### src/sv/ffha_pkg.sv
// ----------------------------------------------------------------------------
// ffha_pkg
// types, constants and status codes of the first fit heap allocator
// ----------------------------------------------------------------------------
package ffha_pkg;
  localparam int unsigned HeapBytes = 4096;
  localparam int unsigned AddrW = $clog2(HeapBytes);
  localparam int unsigned Hdr = 4;

  localparam logic [2:0] StOk       = 3'd0;
  localparam logic [2:0] StZero     = 3'd1;
  localparam logic [2:0] StTooLarge = 3'd2;
  localparam logic [2:0] StNoSpace  = 3'd3;
  localparam logic [2:0] StOutside  = 3'd4;
  localparam logic [2:0] StNotAlloc = 3'd5;

  localparam logic ModeAlloc = 1'b0;
  localparam logic ModeFree  = 1'b1;

  typedef struct packed {
    logic        mode;
    logic [11:0] request_bytes;
    logic [11:0] data_offset;
  } req_t;

  typedef struct packed {
    logic [2:0]  status;
    logic [11:0] block_offset;
  } rsp_t;

  // datapath operations issued by the controller
  typedef enum logic [3:0] {
    OpNone, OpLoad, OpRdCur, OpStepAlloc, OpWrFmt, OpWrUsed, OpWrSplitN,
    OpWrSplitH, OpStepFree, OpRdTgt, OpRdN3, OpWrTgt, OpRdPrev, OpWrPrev
  } op_e;

  typedef struct packed {
    op_e op;
  } cmd_t;

  typedef struct packed {
    logic fit_free;
    logic fit_split;
    logic alloc_stop;
    logic free_found;
    logic free_prev;
    logic free_out;
    logic free_bad;
    logic tgt_free;
    logic n3_in;
    logic n3_free;
    logic prev_free;
  } sts_t;
endpackage

### src/sv/ffha_ctrl.sv
// ----------------------------------------------------------------------------
// ffha_ctrl
// sequencer for allocate and free walks
// ----------------------------------------------------------------------------
module ffha_ctrl (
  input  logic            clk_i,
  input  logic            rst_ni,
  input  logic            in_valid_i,
  output logic            in_ready_o,
  input  ffha_pkg::req_t  in_data_i,
  output logic            out_valid_o,
  input  logic            out_ready_i,
  output logic [2:0]      status_o,
  output ffha_pkg::cmd_t  cmd_o,
  input  ffha_pkg::sts_t  sts_i
);
  import ffha_pkg::*;

  localparam logic [3:0] SIdle = 4'd0, SFmt = 4'd1, SARd = 4'd2, SAChk = 4'd3,
    SSplitH = 4'd4, SFRd = 4'd5, SFChk = 4'd6, STgtRd = 4'd7, STgtChk = 4'd8,
    SN3Rd = 4'd9, SN3Wait = 4'd10, SPrevRd = 4'd11, SPrevChk = 4'd12, SDone = 4'd13,
    STgtCap = 4'd14;

  logic [3:0] st_q, st_d;
  logic       fmt_q, fmt_d, hasp_q, hasp_d;
  logic [2:0] stat_q, stat_d;

  assign in_ready_o  = st_q == SIdle;
  assign out_valid_o = st_q == SDone;
  assign status_o    = stat_q;

  always_comb begin
    st_d = st_q; fmt_d = fmt_q; hasp_d = hasp_q; stat_d = stat_q;
    cmd_o.op = OpNone;
    unique case (st_q)
      SIdle: if (in_valid_i) begin
        cmd_o.op = OpLoad; stat_d = StOk; hasp_d = 1'b0;
        if (in_data_i.mode == ModeAlloc) begin
          if (in_data_i.request_bytes == '0) begin stat_d = StZero; st_d = fmt_q ? SDone : SFmt; end
          else if (32'(in_data_i.request_bytes) > HeapBytes - Hdr) begin
            stat_d = StTooLarge; st_d = fmt_q ? SDone : SFmt;
          end else st_d = fmt_q ? SARd : SFmt;
        end else begin
          if (32'(in_data_i.data_offset) < Hdr) begin stat_d = StOutside; st_d = SDone; end
          else if (!fmt_q) begin stat_d = StNotAlloc; st_d = SDone; end
          else if (32'(in_data_i.data_offset) >= HeapBytes) begin
            stat_d = StOutside; st_d = SDone;
          end else st_d = SFRd;
        end
      end
      SFmt: begin
        cmd_o.op = OpWrFmt; fmt_d = 1'b1;
        st_d = (stat_q == StOk) ? SARd : SDone;
      end
      SARd: begin cmd_o.op = OpRdCur; st_d = SAChk; end
      SAChk: begin
        if (sts_i.fit_free) begin cmd_o.op = OpWrUsed; st_d = SDone; end
        else if (sts_i.fit_split) begin cmd_o.op = OpWrSplitN; st_d = SSplitH; end
        else if (sts_i.alloc_stop) begin stat_d = StNoSpace; st_d = SDone; end
        else begin cmd_o.op = OpStepAlloc; st_d = SARd; end
      end
      SSplitH: begin cmd_o.op = OpWrSplitH; st_d = SDone; end
      SFRd: begin
        cmd_o.op = OpRdCur; st_d = SFChk;
      end
      SFChk: begin
        if (sts_i.free_found) st_d = STgtRd;
        else if (sts_i.free_out) begin stat_d = StOutside; st_d = SDone; end
        else if (sts_i.free_prev) begin
          cmd_o.op = OpStepFree; hasp_d = 1'b1; st_d = STgtRd;
        end else if (sts_i.free_bad) begin stat_d = StNotAlloc; st_d = SDone; end
        else begin cmd_o.op = OpStepFree; st_d = SFRd; end
      end
      STgtRd: begin cmd_o.op = OpRdTgt; st_d = STgtCap; end
      STgtCap: st_d = STgtChk;
      STgtChk: begin
        if (sts_i.tgt_free) begin stat_d = StNotAlloc; st_d = SDone; end
        else begin cmd_o.op = OpRdN3; st_d = SN3Wait; end
      end
      SN3Wait: begin cmd_o.op = OpWrTgt; st_d = hasp_q ? SPrevRd : SDone; end
      SPrevRd: begin cmd_o.op = OpRdPrev; st_d = SPrevChk; end
      SPrevChk: begin
        if (sts_i.prev_free) cmd_o.op = OpWrPrev;
        st_d = SDone;
      end
      SDone: if (out_ready_i) st_d = SIdle;
      default: st_d = SIdle;
    endcase
  end

  always_ff @(posedge clk_i or negedge rst_ni) begin
    if (!rst_ni) begin
      st_q <= SIdle; fmt_q <= 1'b0; hasp_q <= 1'b0; stat_q <= StOk;
    end else begin
      st_q <= st_d; fmt_q <= fmt_d; hasp_q <= hasp_d; stat_q <= stat_d;
    end
  end
endmodule

### config.mk
export PLATFORM = sky130hd
export DESIGN_NAME = ffha_ctrl
export DESIGN_NICKNAME = d
export VERILOG_FILES = /design/src/sv/ffha_pkg.sv /design/src/sv/ffha_ctrl.sv
export SDC_FILE = /design/constraint.sdc
export NUM_CORES = 1
export LEC_CHECK = 0
export BUFFER_PORTS_ARGS = -buffer_cell sky130_fd_sc_hd__buf_2
export CAP_MARGIN = 25
export CORE_MARGIN = 2
export CORE_UTILIZATION = 53
export CTS_BUF_LIST = sky130_fd_sc_hd__clkbuf_4
export DETAILED_ROUTE_END_ITERATION = 12
export PLACE_DENSITY = 0.88
export SYNTH_ARGS = -nofsm -noshare
export SYNTH_HDL_FRONTEND = slang
export SYNTH_SLANG_ARGS = --single-unit
### constraint.sdc
create_clock -name clk_i -period 2.5 [get_ports clk_i]
set_input_delay 0.25 -clock clk_i [delete_from_list [all_inputs] [get_ports clk_i]]
set_output_delay 0.25 -clock clk_i [all_outputs]
set_load 0.05 [all_outputs]
Yosys cells after proc, flatten, opt, wreduce, memory -nomap -nowiden
Cells that the tools add are included.

Flip-flop bits (word level): 9. Output and inout port bits: 9.

Reductions and logical operators: 10. Muxes and demuxes: 51. $lt $le $gt $ge: 2. Equal/unequal tests: 24.

Operators by type and width (count): 4-bit 2-to-1 mux (22); 4-bit one-hot mux with 13 select lines (1); 3-bit 2-to-1 mux (16); 4-bit one-hot mux with 11 select lines (1); 4-bit == test, second input constant (6); 4-bit by 3-bit == test with 1-bit output, second input constant (4); 2-bit inequality test, second input constant (8); 12-bit > comparator, second input constant (1); 12-bit zero test (1); 12-bit by 3-bit less-than comparator with 1-bit output, second input constant (1); 3-bit one-hot mux with 4 select lines (1); 9-bit AND reduction (1); 4-bit by 2-bit == test with 1-bit output, second input constant (2); 2-bit 2-to-1 mux (4); 3-bit inequality test, second input constant (2); 1-bit 2-to-1 mux (5); 5-bit AND reduction (1); 4-bit by 1-bit == test with 1-bit output, second input constant (1); 4-bit zero test (1); 4-bit nonzero test (1); 2-bit OR reduction (2); 3-bit zero test (1); 2-bit by 1-bit inequality test with 1-bit output, second input constant (1); 1-bit one-hot mux with 2 select lines (1); 2 further kinds (2).

Longest topological paths before layout
Word-level depth: 6. Gate-level depth with buffers: 6.

Worst setup path after synthesis
Ideal clock, no wire load.

Path kind: flip-flop to output port. Start point: register st_q[3]. End point: output cmd_o[2] (netlist name). Required time: 2250 ps. Data arrival time: 2122 ps. Path buffers: 2. Cell stages (with the launch flop): 5. Setup slack: 128 ps. Cell sequence: dfrtp_1 > buf_2 > clkbuf_1 > nor3_1 > o32ai_1.

RTL lines: start, declared (RTL line ffha_ctrl.sv:24) `logic [3:0] st_q, st_d;`; start signal, assigned (RTL line ffha_ctrl.sv:95) `st_q <= st_d; fmt_q <= fmt_d; hasp_q <= hasp_d; stat_q <= stat_d;`; end, declared (RTL line ffha_ctrl.sv:14) `output ffha_pkg::cmd_t cmd_o,`.

==> summary.txt <==
Status
  – Run status: complete, no violations

Routing
  – Post-DRT Antenna Nets: 0
  – 1st-iter DRT viols: between 50 and 60
  – First-pass iteration count of the detailed router: 4
  – Total number of vias: 1431
  – Residual DRC: 0
  – WL per Instance: 15.24 um
  – Drt total wl: around 3400 um
  – Vias per inst: about 6.5

Worst setup path
  – Crit path capture type: output pin
  – Worst Setup Start Kind: flop
  – Reg-to-Reg End: status_o[2]
  – Reg2reg setup slack: 0.50 ns
  – Crit-path max FO: 16
  – WP data required: around 2.3 ns
  – Reg-to-reg critical path startpoint: st_q[3]
  – R2r worst-path depth: 4
  – Data arrival time of the worst path: between 2 and 2.5 ns
  – Critical path type: flop to output pin

Logic synthesis
  – Sequential fraction of the synthesis area: a little under 20%
  – Post-Syn Instances: ~150
  – Number of synthesized register bits: 9
  – Post-synthesis async set-or-reset flop share: 100.0%
  – Post-synth EDFFs: 0
  – Post-Syn Area: 1151 um^2
  – Unique masters post-synth: between 50 and 60
  – Top FF cell, synth: dfrtp_1
  – Ys Warns: 0
  – Syn avg cell area: around 7.6 um^2
  – Syn_nets: ~190

Placed design
  – Placer Congestion: about 0.98
  – Port buffer count: 44
  – Placed cell count: about 220
  – Dpl cell area: between 1000 and 1500 um^2
  – Hpwl dp: roughly 2700 um

Cells and area
  – Commonest non-fill, non-tap cells in the layout: buf_2, o21ai_0, a21oi_1
  – Post-route cell area: approximately 1400 um^2
  – # fillers: approximately 180
  – Commonest non-fill, non-tap cell in the layout: buf_2
  – Area growth syn-to-layout: 24.02%
  – # nets final: 235
  – Final Non-Filler Cells: 221
  – Layout cell share with drive strength beyond 1: between 30% and 40%
  – Antenna fix cells: 0

Global route
  – Total track usage: 28.54%
  – Vias in the first global route: around 1300
  – Congestion Overflow GR: 0
  – Initial antenna violation count: 0
  – Maximum number of pins on one net before global-route repair: 25
  – Global-route wire length before repair: 5637 um

Clock network
  – Clock Sinks: 9
  – Root buffer cell: clkbuf_4
  – Worst skew pair latency: between 0.2 and 0.3 ns
  – Clk buf depth: 2
  – Htree depth: 1
  – CTS tree: done
  – Clock-pin slew on the worst setup and hold paths: roughly 0.05 ns
  – TritonCTS Buffers: 3

Floorplanning
  – I/O Pins: 49
  – Die width: a little over 50 um
  – Core box area: 2002 um^2
  – Row count: 16
  – Die ar.: ~2600 um^2
  – Chip height: 50.61 um
  – Starting Density: around 57%

Timing
  – Fin crit period: 2.344 ns
  – Slew Limit Fails: 0
  – WHS: 0.2875 ns
  – Final period util: between 90% and 100%
  – Endpoints failing setup: 0
  – Hold Fails Final Rpt: 0
  – Worst Skew: about 0.00055 ns
  – Slew margin rel.: between 60% and 70%
  – Worst Tran Pin Value: approximately 0.53 ns
  – Max Freq: ~0.43 GHz

Flow run
  – Max-cap violations: 0

Power and ir drop
  – Power per Cell Area: ~1300 nW/um^2
  – Leakage: between 0.5 and 0.6 nW
  – Maximum VDD drop: between 1 and 1.5 mV

Min path
  – Hold Crit Depth: 2
  – Worst Min Path Start: in_valid_i
  – Hold Path Sink: hasp_q
  – Type of the tightest min-delay check: input port to flop
==> registers in the layout, summed over array words and instances, names as in the netlist <==
signal    cells
fmt_q         1
hasp_q        1
st_q          4
status_o      3
==> where the power goes <==
group / internal (mW) / total (mW) / switching, mW
combinational: 0.489 / 1.33 / 0.841
sequential: 0.217 / 0.400 / 0.183
clock: 0.0720 / 0.118 / 0.0460
total: 0.778 / 1.85 / 1.07
==> stage by stage <==
step / power [mW] / TNS, ns / utilization [%] / setup slack [ns]
after global routing: 2.001 / -0.008073 / 71.31 / -0.008073
after floorplan: 1.402 / 0 / - / 0.1285
final: 1.847 / 0 / 71.31 / 0.1560
after global placement: 1.666 / 0 / 69.19 / 0.4829
after CTS: 1.826 / 0 / 71.19 / 0.1621
after detailed placement: 1.699 / 0 / 69.19 / 0.4486
==> logic make-up after synthesis <==
| group | Yosys count | share of synthesized area, % |
|---|---|---|
| buffers and inverters | 18 | 6.630 |
| multiplexers | 2 | 2.174 |
| flip-flops | 9 | 19.57 |
| AO/OA/AOI/OAI | 57 | 35.22 |
| AND/OR/NAND/NOR | 65 | 36.41 |
==> layer usage <==
| layer | vias up | GRT usage (%) | wire [um] |
|---|---|---|---|
| li1 | 691 | - | - |
| met1 | 663 | 36.16 | 1427 |
| met2 | 73 | 50.22 | 1658 |
| met3 | 4 | 3.274 | 243 |
| met4 | 0 | 9.009 | 38 |
| met5 | - | 0 | 0 |
==> Yosys cell counts, types with 2 or more instances <==
| cell | count | area share (%) |
|---|---|---|
| nand2_1 | 4 | 1.3 |
| nor2_1 | 8 | 2.6 |
| or3b_1 | 4 | 3.0 |
| clkbuf_1 | 4 | 1.3 |
| nand4b_1 | 3 | 2.3 |
| nand4_1 | 2 | 1.1 |
| nor3_1 | 7 | 3.0 |
| a31oi_1 | 5 | 2.7 |
| inv_1 | 8 | 2.6 |
| a21oi_2 | 2 | 1.5 |
| buf_2 | 4 | 1.7 |
| o21a_1 | 2 | 1.3 |
| nor2b_1 | 8 | 4.3 |
| o31ai_1 | 3 | 2.0 |
| nand2b_1 | 7 | 3.8 |
| nor4_1 | 7 | 3.8 |
| a41oi_1 | 2 | 1.5 |
| o21ai_0 | 11 | 4.8 |
| nand3_1 | 5 | 2.2 |
| dfrtp_1 | 9 | 20 |
| a22oi_1 | 2 | 1.3 |
| o211ai_1 | 5 | 3.3 |
| a21oi_1 | 9 | 3.9 |
==> critical path, cell delays in order (launching register included) <==
cell and delay [ns]:
dfrtp_1 0.61, buf_4 0.25, nor2b_1 0.31, nand2b_1 0.15, a22oi_1 0.07, o32ai_1 0.13
buf_2 0.31
==> timing repair <==
item	CTS	global route
hold buffers	1	0
setup endpoints to repair	0	3
buffers inserted	0	0
gates resized for setup	0	2
endpoints found under the hold margin	9	0
==> how the worst max path moves through the flow <==
stage / from / to / slack (ns) / cells past startpoint
after detailed placement: st_q[0] / cmd_o[3] / 0.45 / 5
final: st_q[2] / cmd_o[2] / 0.16 / 6
after global placement: st_q[1] / status_o[2] / 0.48 / 4
after global routing: st_q[2] / cmd_o[2] / -0.008 / 6
after CTS: st_q[0] / cmd_o[3] / 0.16 / 5
after floorplan: st_q[3] / cmd_o[2] / 0.13 / 4
==> cell type report <==
type                       instances  area [um^2]  share of cell area (%)
clock buffer                       4        30.03                   2.103
inverter                           9        33.78                   2.366
multi-input combinational        124        849.6                   59.51
sequential                         9        227.7                   15.95
tap                               27        33.78                   2.366
timing repair buffer              48        252.7                   17.70
Power figures use the tool's default switching activity.
